## src/rtl/b64e_pkg.sv

```systemverilog
// Package for the base64 stream encoder.
// Holds the group record passed from front to back and the alphabet lookup.
// No dependencies.
package b64e_pkg;

    localparam logic [6:0] PAD_CHAR   = 7'h3D;
    localparam logic [6:0] PLUS_CHAR  = 7'h2B;
    localparam logic [6:0] SLASH_CHAR = 7'h2F;
    localparam logic [6:0] UPPER_A    = 7'h41;
    localparam logic [6:0] LOWER_A    = 7'h61;
    localparam logic [6:0] DIGIT_0    = 7'h30;
    localparam int         QUEUE_DEPTH = 2;
    localparam int         QPTR_W      = $clog2(QUEUE_DEPTH);
    localparam int         QCNT_W      = $clog2(QUEUE_DEPTH + 1);

    typedef struct packed {
        logic [7:0] g0;
        logic [7:0] g1;
        logic [7:0] g2;
        logic [1:0] last_data;
        logic       fin;
    } group_t;

    function automatic logic [6:0] b64_char(input logic [5:0] v);
        logic [6:0] ch;
        priority if (v < 6'd26) begin
            ch = UPPER_A + {1'b0, v};
        end else if (v < 6'd52) begin
            ch = LOWER_A + {1'b0, v} - 7'd26;
        end else if (v < 6'd62) begin
            ch = DIGIT_0 + {1'b0, v} - 7'd52;
        end else if (v == 6'd62) begin
            ch = PLUS_CHAR;
        end else begin
            ch = SLASH_CHAR;
        end
        return ch;
    endfunction

endpackage

```

## src/rtl/base64_stream_encoder.sv

```systemverilog
// Top level of the base64 stream encoder: front, group queue, back.
// Depends on b64e_pkg, b64e_front, b64e_queue, b64e_back.
//
//  channel | dir | tdata              | tuser        | tlast
//  s_      | in  | [7:0] data_byte    | -            | final_byte
//  m_      | out | [6:0] out_char     | last_in_run  | end_of_text
//
// A byte is taken every cycle while the group queue has a free slot.
// The back end sends one character per cycle while m_tready is high, so each group
// of three bytes becomes four characters; a closing byte's group passes through the
// queue slot and the back end's group register before its first character is valid on m_.
// Reset clears the held-byte count, the queue and the output valid flag.
// A stall on m_ holds the output register; s_ keeps accepting until the queue fills.
module base64_stream_encoder (
    input  logic       aclk,
    input  logic       aresetn,
    input  logic       s_tvalid,
    output logic       s_tready,
    input  logic [7:0] s_tdata,   // [7:0] data_byte
    input  logic       s_tlast,
    output logic       m_tvalid,
    input  logic       m_tready,
    output logic [7:0] m_tdata,   // [6:0] out_char, [7] zero
    output logic       m_tuser,   // [0] last_in_run
    output logic       m_tlast
);
    import b64e_pkg::*;

    logic   push_valid, push_ready;
    group_t push_data;
    logic   pop_valid, pop_ready;
    group_t pop_data;
    logic [6:0] out_char;

    b64e_front u_front (
        .aclk       (aclk),
        .aresetn    (aresetn),
        .in_valid   (s_tvalid),
        .in_ready   (s_tready),
        .in_byte    (s_tdata),
        .in_fin     (s_tlast),
        .push_valid (push_valid),
        .push_ready (push_ready),
        .push_data  (push_data)
    );

    b64e_queue u_queue (
        .aclk     (aclk),
        .aresetn  (aresetn),
        .wr_valid (push_valid),
        .wr_ready (push_ready),
        .wr_data  (push_data),
        .rd_valid (pop_valid),
        .rd_ready (pop_ready),
        .rd_data  (pop_data)
    );

    b64e_back u_back (
        .aclk      (aclk),
        .aresetn   (aresetn),
        .grp_valid (pop_valid),
        .grp_ready (pop_ready),
        .grp_data  (pop_data),
        .out_valid (m_tvalid),
        .out_ready (m_tready),
        .out_char  (out_char),
        .out_last  (m_tuser),
        .out_eot   (m_tlast)
    );

    assign m_tdata = {1'b0, out_char};

endmodule

```

## src/rtl/b64e_front.sv

```systemverilog
// Front end: accepts raw bytes, holds the open group, issues complete groups and, on the final byte, a partial one.
// Depends on b64e_pkg.
module b64e_front (
    input  logic            aclk,
    input  logic            aresetn,
    input  logic            in_valid,
    output logic            in_ready,
    input  logic [7:0]      in_byte,
    input  logic            in_fin,
    output logic            push_valid,
    input  logic            push_ready,
    output b64e_pkg::group_t push_data
);
    import b64e_pkg::*;

    logic [7:0] pend0_reg, pend0_next;
    logic [7:0] pend1_reg, pend1_next;
    logic [1:0] cnt_reg, cnt_next;
    logic       need_push;
    logic       accept;

    assign in_ready = push_ready;
    assign accept   = in_valid && in_ready;
    assign push_valid = in_valid && need_push;

    always_comb begin
        pend0_next = pend0_reg;
        pend1_next = pend1_reg;
        cnt_next   = cnt_reg;
        need_push  = 1'b0;
        push_data  = '0;
        push_data.fin = in_fin;
        unique case (cnt_reg)
            2'd1: begin
                need_push = in_fin;
                push_data.g0 = pend0_reg;
                push_data.g1 = in_byte;
                push_data.last_data = 2'd2;
                if (accept) begin
                    pend1_next = in_byte;
                    cnt_next   = in_fin ? 2'd0 : 2'd2;
                end
            end
            2'd2: begin
                need_push = 1'b1;
                push_data.g0 = pend0_reg;
                push_data.g1 = pend1_reg;
                push_data.g2 = in_byte;
                push_data.last_data = 2'd3;
                if (accept) begin
                    cnt_next = 2'd0;
                end
            end
            default: begin
                need_push = in_fin;
                push_data.g0 = in_byte;
                push_data.last_data = 2'd1;
                if (accept) begin
                    pend0_next = in_byte;
                    cnt_next   = in_fin ? 2'd0 : 2'd1;
                end
            end
        endcase
    end

    always_ff @(posedge aclk) begin
        if (!aresetn) begin
            pend0_reg <= '0;
            pend1_reg <= '0;
            cnt_reg   <= '0;
        end else begin
            pend0_reg <= pend0_next;
            pend1_reg <= pend1_next;
            cnt_reg   <= cnt_next;
        end
    end

endmodule

```

## src/rtl/b64e_queue.sv

```systemverilog
// Short group queue between front and back ends.
// Depends on b64e_pkg.
module b64e_queue (
    input  logic             aclk,
    input  logic             aresetn,
    input  logic             wr_valid,
    output logic             wr_ready,
    input  b64e_pkg::group_t wr_data,
    output logic             rd_valid,
    input  logic             rd_ready,
    output b64e_pkg::group_t rd_data
);
    import b64e_pkg::*;

    group_t              slot_reg [QUEUE_DEPTH];
    logic [QPTR_W-1:0]   wptr_reg, wptr_next;
    logic [QPTR_W-1:0]   rptr_reg, rptr_next;
    logic [QCNT_W-1:0]   cnt_reg, cnt_next;
    logic                do_wr;
    logic                do_rd;

    assign wr_ready = (cnt_reg != QCNT_W'(QUEUE_DEPTH));
    assign rd_valid = (cnt_reg != '0);
    assign rd_data  = slot_reg[rptr_reg];
    assign do_wr    = wr_valid && wr_ready;
    assign do_rd    = rd_valid && rd_ready;

    always_comb begin
        wptr_next = wptr_reg;
        rptr_next = rptr_reg;
        cnt_next  = cnt_reg;
        if (do_wr) begin
            wptr_next = (wptr_reg == QPTR_W'(QUEUE_DEPTH - 1)) ? '0 : wptr_reg + 1'b1;
        end
        if (do_rd) begin
            rptr_next = (rptr_reg == QPTR_W'(QUEUE_DEPTH - 1)) ? '0 : rptr_reg + 1'b1;
        end
        if (do_wr && !do_rd) begin
            cnt_next = cnt_reg + 1'b1;
        end else if (do_rd && !do_wr) begin
            cnt_next = cnt_reg - 1'b1;
        end
    end

    always_ff @(posedge aclk) begin
        if (do_wr) begin
            slot_reg[wptr_reg] <= wr_data;
        end
    end

    always_ff @(posedge aclk) begin
        if (!aresetn) begin
            wptr_reg <= '0;
            rptr_reg <= '0;
            cnt_reg  <= '0;
        end else begin
            wptr_reg <= wptr_next;
            rptr_reg <= rptr_next;
            cnt_reg  <= cnt_next;
        end
    end

endmodule

```

## src/rtl/b64e_back.sv

```systemverilog
// Back end: expands one group into four characters, one per cycle while out_ready does not stall the output.
// Depends on b64e_pkg.
module b64e_back (
    input  logic             aclk,
    input  logic             aresetn,
    input  logic             grp_valid,
    output logic             grp_ready,
    input  b64e_pkg::group_t grp_data,
    output logic             out_valid,
    input  logic             out_ready,
    output logic [6:0]       out_char,
    output logic             out_last,
    output logic             out_eot
);
    import b64e_pkg::*;

    group_t     grp_reg, grp_next;
    logic       active_reg, active_next;
    logic [1:0] idx_reg, idx_next;
    logic       ovalid_reg, ovalid_next;
    logic [6:0] ochar_reg, ochar_next;
    logic       olast_reg, olast_next;
    logic       oeot_reg, oeot_next;
    logic       load;
    logic       finish;
    logic [5:0] sext;

    assign load      = !ovalid_reg || out_ready;
    assign finish    = load && active_reg && (idx_reg == 2'd3);
    assign grp_ready = !active_reg || finish;

    assign out_valid = ovalid_reg;
    assign out_char  = ochar_reg;
    assign out_last  = olast_reg;
    assign out_eot   = oeot_reg;

    always_comb begin
        unique case (idx_reg)
            2'd0:    sext = grp_reg.g0[7:2];
            2'd1:    sext = {grp_reg.g0[1:0], grp_reg.g1[7:4]};
            2'd2:    sext = {grp_reg.g1[3:0], grp_reg.g2[7:6]};
            default: sext = grp_reg.g2[5:0];
        endcase
    end

    always_comb begin
        grp_next    = grp_reg;
        active_next = active_reg;
        idx_next    = idx_reg;
        ovalid_next = ovalid_reg;
        ochar_next  = ochar_reg;
        olast_next  = olast_reg;
        oeot_next   = oeot_reg;
        if (load) begin
            ovalid_next = active_reg;
            ochar_next  = (idx_reg <= grp_reg.last_data) ? b64_char(sext) : PAD_CHAR;
            olast_next  = (idx_reg == 2'd3);
            oeot_next   = (idx_reg == 2'd3) && grp_reg.fin;
            if (active_reg) begin
                idx_next = idx_reg + 1'b1;
            end
        end
        if (grp_valid && grp_ready) begin
            grp_next    = grp_data;
            active_next = 1'b1;
            idx_next    = 2'd0;
        end else if (finish) begin
            active_next = 1'b0;
        end
    end

    always_ff @(posedge aclk) begin
        grp_reg   <= grp_next;
        ochar_reg <= ochar_next;
        olast_reg <= olast_next;
        oeot_reg  <= oeot_next;
    end

    always_ff @(posedge aclk) begin
        if (!aresetn) begin
            active_reg <= 1'b0;
            idx_reg    <= '0;
            ovalid_reg <= 1'b0;
        end else begin
            active_reg <= active_next;
            idx_reg    <= idx_next;
            ovalid_reg <= ovalid_next;
        end
    end

endmodule

```

## config.mk

```make
export PLATFORM = sky130hd
export DESIGN_NAME = base64_stream_encoder
export DESIGN_NICKNAME = d
export VERILOG_FILES = /design/src/rtl/b64e_pkg.sv /design/src/rtl/base64_stream_encoder.sv /design/src/rtl/b64e_front.sv /design/src/rtl/b64e_queue.sv /design/src/rtl/b64e_back.sv
export SDC_FILE = /design/constraint.sdc
export NUM_CORES = 1
export LEC_CHECK = 0
export BUFFER_PORTS_ARGS = -buffer_cell sky130_fd_sc_hd__buf_2
export CAP_MARGIN = 15
export CORE_MARGIN = 3
export CORE_UTILIZATION = 55
export CTS_BUF_LIST = sky130_fd_sc_hd__clkbuf_4
export CTS_CLUSTER_DIAMETER = 150
export DETAILED_ROUTE_END_ITERATION = 7
export PLACE_DENSITY = 0.82
export SYNTH_ARGS = -nofsm -noshare
export SYNTH_HDL_FRONTEND = slang
export SYNTH_SLANG_ARGS = --single-unit
```

## constraint.sdc

```tcl
create_clock -name aclk -period 3.2 [get_ports aclk]
set_clock_uncertainty 0.15 [all_clocks]
set_input_delay 0 -clock aclk [delete_from_list [all_inputs] [get_ports aclk]]
set_output_delay 0 -clock aclk [all_outputs]
set_load 0.1 [all_outputs]
```

## Word-level counts from Yosys, hierarchy flattened

Memories as Yosys holds them, arrays and structs flattened. A register that Yosys moved wholly into a read port is not among the register bits.
Cells that the tools add are included.

- Bits in registers: 35
- Memory bits (writable): 54
- Output and inout bits: 12
- Memories kept: 1

- Add/sub/neg operators: 10
- $lt $le $gt $ge: 4
- Equality and inequality tests: 7
- Mux-type cells: 24
- Bitwise logic cells: 2
- Reduce and logical (&&, ||, !) cells: 24

Memories:

| memory | depth | bits a word | rd ports | clocked after memory_dff | write ports | line | text |
|---|---|---|---|---|---|---|---|
| u_queue.slot_reg | 2 | 27 | 1 | 1 | 1 | b64e_queue.sv:15 | `group_t slot_reg [QUEUE_DEPTH];` |

Operators with widths:

| cell | count |
|---|---|
| 7-bit 2-to-1 mux | 3 |
| 6-bit case mux with 3 select lines | 1 |
| 8-bit 2-to-1 mux | 2 |
| 8-bit case mux with 2 select lines | 1 |
| 7-bit by 6-bit adder with 7-bit output (first input constant) | 2 |
| 6-bit < comparator (second input constant) | 2 |
| 2-bit 2-to-1 mux | 6 |
| 1-bit logical AND | 9 |
| 1-bit 2-to-1 mux | 8 |
| 2-bit case mux with 2 select lines | 2 |
| 6-bit by 6-bit adder with 7-bit output (first input constant) | 1 |
| 7-bit by 5-bit subtractor with 7-bit output (second input constant) | 1 |
| 7-bit by 6-bit subtractor with 7-bit output (second input constant) | 1 |
| 2-bit == test (second input constant) | 3 |
| 6-bit == test (second input constant) | 1 |
| 6-bit by 5-bit < comparator with 1-bit output (second input constant) | 1 |
| 2-bit AND reduction | 3 |
| 2-bit nonzero test | 3 |
| 2-bit by 1-bit adder with 2-bit output (second input constant) | 2 |
| 2-bit by 1-bit == test with 1-bit output (second input constant) | 2 |
| 1-bit logical NOT | 4 |
| 2-bit OR reduction | 2 |
| 3-bit 2-to-1 mux | 1 |
| 1-bit adder (second input constant) | 2 |
| other kinds (6) | 8 |

## Longest topological paths before layout

- Word-level depth: 9
- Gate-level depth with buffers: 10

## Cells and area by module

Synthesis repeated with hierarchy kept, for this count alone.

- Cell total of the unflattened synthesis: 384
- Area, all modules: 5233.8 sq um

Modules (own cells, without submodules):

| module | instances | cells each | area an instance (sq um) |
|---|---|---|---|
| b64e_queue | 1 | 108 | 2188.3 |
| b64e_back | 1 | 157 | 1980.6 |
| b64e_front | 1 | 117 | 1053.5 |
| base64_stream_encoder | 1 | 2 | 11.3 |

## Least setup slack after synthesis

Ideal clock, no wire load.

- Path type: register to register
- From: register u_queue.cnt_reg[0]
- To: memory u_queue.slot_reg[0][0] in the netlist's numbering (enable)
- Setup time: 412 ps
- Arrival: 3082 ps
- Path slack: -444 ps
- Stages on the path, launching flop included: 6
- Path buffers: 1
- Period minus slack after synthesis: 3644 ps
- Cell sequence: dfxtp_1 -> nand2b_1 -> and2_1 -> clkbuf_1 -> o21ai_0 -> nor2_1

- Cells in the longest elaborated chain, start to end: 4

Ends and longest elaborated chain:

| element | line | text |
|---|---|---|
| from (decl) | b64e_queue.sv:18 | `logic [QCNT_W-1:0] cnt_reg, cnt_next;` |
| from (signal assigned) | b64e_queue.sv:59 | `cnt_reg <= cnt_next;` |
| 2-bit != test | b64e_queue.sv:22 | `assign wr_ready = (cnt_reg != QCNT_W'(QUEUE_DEPTH));` |
| via s_tready | base64_stream_encoder.sv:18 | `output logic s_tready,` |
| 1-bit logical AND | b64e_queue.sv:25 | `assign do_wr = wr_valid && wr_ready;` |
| 1-bit 2-to-1 mux | b64e_queue.sv:46 | `if (do_wr) begin` |
| 1-bit 2-to-1 mux (not written as such) | b64e_queue.sv:47 | `slot_reg[wptr_reg] <= wr_data;` |
| to (decl) | b64e_queue.sv:15 |  |

The timed path passes the listed nets, and every way through them passes these cells.

## Final worst setup path

- From: register u_back.idx_reg[1]
- To: register u_back.ochar_reg[2], in the netlist u_back.out_char[2] (data pin)

- Cells in the longest elaborated chain, start to end: 7
- Elaborated cells on any way between the ends: 18
- Classes of those cells: add/sub: 5; order compare: 4; eq/ne: 3; mux: 5; reduce/logical: 1

Ends and longest elaborated chain:

| element | line | text |
|---|---|---|
| from (decl) | b64e_back.sv:19 | `logic [1:0] idx_reg, idx_next;` |
| from (signal assigned) | b64e_back.sv:86 | `idx_reg <= idx_next;` |
| 2-bit == test (tied with other cells) | b64e_back.sv:38 | `unique case (idx_reg)` |
| 6-bit case mux with 3 select lines | b64e_back.sv:38 |  |
| 6-bit by 6-bit adder with 7-bit output / 6-bit == test (equally long branches) | b64e_pkg.sv:31, b64e_pkg.sv:32 |  |
| 7-bit by 6-bit subtractor with 7-bit output / 3-bit 2-to-1 mux (equally long branches) | b64e_pkg.sv:31, b64e_pkg.sv:32 |  |
| 7-bit 2-to-1 mux | b64e_pkg.sv:30 | `end else if (v < 6'd62) begin` |
| 7-bit 2-to-1 mux | b64e_pkg.sv:28 | `end else if (v < 6'd52) begin` |
| 7-bit 2-to-1 mux | b64e_pkg.sv:26 | `priority if (v < 6'd26) begin` |
| to (signal assigned) | b64e_back.sv:74 | `ochar_reg <= ochar_next;` |
| to (decl) | b64e_back.sv:21 | `logic [6:0] ochar_reg, ochar_next;` |

Parallel ways exist; a longest one is shown, timed or not.
A chain may end at the register's enable or synchronous reset.

==> impl_metrics.env <==
export IMPL_synthFlopType="edfxtp_1"
export IMPL_layout_cells_non_filler=548
export IMPL_setup_viol=0
export IMPL_dr_wl_met2_mm=4.602
export IMPL_cp_required_ns=3.30
export IMPL_wirelength_mm=9.069
export IMPL_num_rows=34
export IMPL_path_clk_slew_ns=0.10
export IMPL_drc=0
export IMPL_wl_met1_mm=3.969
export IMPL_finalHoldViolCount=0
export IMPL_antenna_found_initial=0
export IMPL_drive_gt1_share_pct=23.64
export IMPL_clock_root_buffer="clkbuf_4"
export IMPL_num_vias=3153
export IMPL_irDropWorstVdd_mv=0.5158
export IMPL_hold_class="primary input to flip-flop"
export IMPL_post_route_cell_area_mm2=0.005709
export IMPL_cts_tree="done"
export IMPL_clock_sink_count=116
export IMPL_routed_via_density=5.754
export IMPL_drtPass1Iterations=4
export IMPL_grt_pass1_vias=3090
export IMPL_ioPinCount=25
export IMPL_synth_edff_count=90
export IMPL_synth_top_family_by_area="compound AO/OA/AOI/OAI gates"
export IMPL_core_mm2=0.008806
export IMPL_die_w_um=101.8
export IMPL_synth_cell_area_mm2=0.005047
export IMPL_path_depth=9
export IMPL_tns_ns=0
export IMPL_cpLargestDelayFamily="compound AO/OA/AOI/OAI gates"
export IMPL_grt_pass1_wl_mm=14.75
export IMPL_place_gp_congestion=0.8215
export IMPL_reg2reg_slack_ns=0.16
export IMPL_cellPowerDensity_mw_per_mm2=910.2
export IMPL_ant_nets=0
export IMPL_max_freq_mhz=328.4
export IMPL_synth_area_leaders="edfxtp_1, dfxtp_1, mux2_2, ha_1, a21boi_0"
export IMPL_synth_top_area_cell="edfxtp_1"
export IMPL_status="completed"
export IMPL_critPathKind="flip-flop to flip-flop"
export IMPL_drv_slew=0
export IMPL_synth_top_area_share_pct=53.54
export IMPL_cp_num_buf_inv=2
export IMPL_largest_reg_flops=54
export IMPL_worst_pin_slew_ns=0.7989
export IMPL_cts_buffers_inserted=17
export IMPL_critPathMaxStageDelay_ns=0.48
export IMPL_synthAdderAreaFrac_pct=2.975
export IMPL_synth_cell_type_count=50
export IMPL_synth_nets=406
export IMPL_synth_warnings=0
export IMPL_gr_total_overflow=0
export IMPL_cp_common_cell="ha_1"
export IMPL_fp_dieH_um=101.8
export IMPL_wl_met3_um=368
export IMPL_leakage_nw=2.040
export IMPL_synth_compound_area_share_pct=11.48
export IMPL_synthArstFlopShare_pct=0
export IMPL_max_slew_margin_rel_pct=46.49
export IMPL_post_dp_cell_area_mm2=0.005269
export IMPL_dp_cells=501
export IMPL_crit_slowest_cell="a222oi_1"
export IMPL_htree_levels=4
export IMPL_detail_route_wl_per_cell_um=16.55
export IMPL_period_minus_slack_ns=3.045
export IMPL_routed_top_layer="met4"
export IMPL_synth_cells=381
export IMPL_layout_nets=452
export IMPL_rr_worst_depth=9
export IMPL_synth_xor_area_share_pct=0.6941
export IMPL_grt_max_degree=29
export IMPL_cap_violations=0
export IMPL_path_cells="inv_1 > ha_1 > a222oi_1 > mux2_4 > inv_2 > ha_1 > o41ai_1 > a211oi_1 > a221o_1"
export IMPL_syn_avg_cell_area_um2=13.25
export IMPL_track_usage_pct=18.51
export IMPL_clock_latency_ns=0.49
export IMPL_fin_hold_ws_ns=0.09271
export IMPL_yosys_area_share_simple_pct=8.676
export IMPL_portBuffers=23
export IMPL_syn2layout_area_growth_pct=13.11
export IMPL_cp_arrival_ns=3.14
export IMPL_start_kind="flip-flop"
export IMPL_ys_ff_latch=116
export IMPL_fp_dieArea_mm2=0.01036
export IMPL_crit_path_end_kind="flip-flop"
export IMPL_initial_core_util_pct=57.32
export IMPL_muxShareOfSynthArea_pct=9.271
export IMPL_min_path_cells=3
export IMPL_min_period_over_period_pct=95.15
export IMPL_p_total_mw=5.197
export IMPL_clockBufferDepth=2
export IMPL_drt_iter0_drc=243
export IMPL_dp_final_hpwl_mm=6.097
export IMPL_synth_seq_area_share_pct=63.86
export IMPL_cp_max_fo=10
export IMPL_insertedDiodeCount=0
## report_power, final
group          total (mW)  switching, mW  internal [mW]
clock                1.05          0.507          0.543
combinational        2.03           1.37          0.664
sequential           2.12          0.109           2.01
total                5.20           1.98           3.21
## final cells by class
type	instances	area, µm²
sequential	116	3223
fill	597	3097
multi-input combinational	230	1687
timing repair buffer	45	317.8
clock buffer	19	142.6
clock inverter	13	140.1
tap	108	135.1
inverter	17	63.81
## cells in the mapped netlist (all sizes together) (3+ instances only)
cell,instances
a211oi,3
a22oi,8
xnor2,3
o221ai,3
nor2b,5
edfxtp,90
a21oi,10
and2,14
buf,5
dfxtp,26
inv,17
nand2,31
clkbuf,13
a21boi,18
nor4,3
nor3,3
mux2i,4
ha,12
mux2,38
a222oi,5
nand3,17
o21ai,10
nor2,14
## logic make-up (layout without fill, tap and decap cells)
| group | count (synthesis) | after routing |
|---|---|---|
| xor gates and xnor gates | 4 | 4 |
| muxes | 42 | 42 |
| other | 1 | 1 |
| buffers and inverters | 35 | 94 |
| and+or+nand+nor | 92 | 92 |
| DFF | 116 | 116 |
| adders and majority gates | 12 | 12 |
| AOI/OAI and AO/OA | 79 | 79 |
## final timing paths
check / from / endpoint
setup / recovery: u_back.idx_reg[1]$_SDFFE_PP0P_ / u_back.out_char[2]$_SDFFCE_PN1N_
hold / removal: m_tready / u_back.out_valid$_SDFFE_PN0N_
hold reg to reg: u_front.pend1_reg[5]$_SDFFE_PN0P_ / u_front.pend1_reg[5]$_SDFFE_PN0P_
setup reg to reg: u_back.idx_reg[1]$_SDFFE_PP0P_ / u_back.out_char[2]$_SDFFCE_PN1N_
## layer usage
metal	GRT usage [%]	vias up
li1	-	1530
met1	23.55	1504
met2	30.78	99
met3	4.614	20
met4	6.851	0
met5	0	-
## timing repair
item | CTS | global route
endpoints found under the hold margin | 76 | 0
endpoints found under the setup margin | 0 | 2
hold buffers | 15 | 0
setup buffers | 0 | 0
gates resized for setup | 0 | 2
## tightest hold or removal path: stages
cell and delay [ns]:
buf_2 0.07, nand2b_1 0.45, a21boi_0 0.16
## cell usage in the layout (no fill, tap or decap), types with 4 or more instances in the layout
cell type,Yosys,routed
a21boi_0,18,18
a21oi_1,9,9
a222oi_1,5,5
a22oi_1,8,8
and2_1,14,14
buf_2,0,23
buf_4,1,7
clkbuf_4,0,19
clkinv_1,0,4
clkinv_2,0,4
dfxtp_1,26,26
dlygate4sd3_1,0,15
edfxtp_1,90,90
ha_1,12,12
inv_1,15,15
mux2_2,38,37
nand2_1,31,31
nand3_1,17,17
nor2_1,14,13
nor2b_1,5,5
o21ai_0,10,10
## through the flow
step | utilization (%) | setup slack [ns]
final | 64.83 | 0.1553
after global routing | 64.83 | -0.005727
after CTS | 64.75 | 0.1304
after detailed placement | 59.83 | 0.1559
after global placement | 59.83 | 0.2732
after floorplan | - | 0.2817
(Power assumes the default switching activity.)
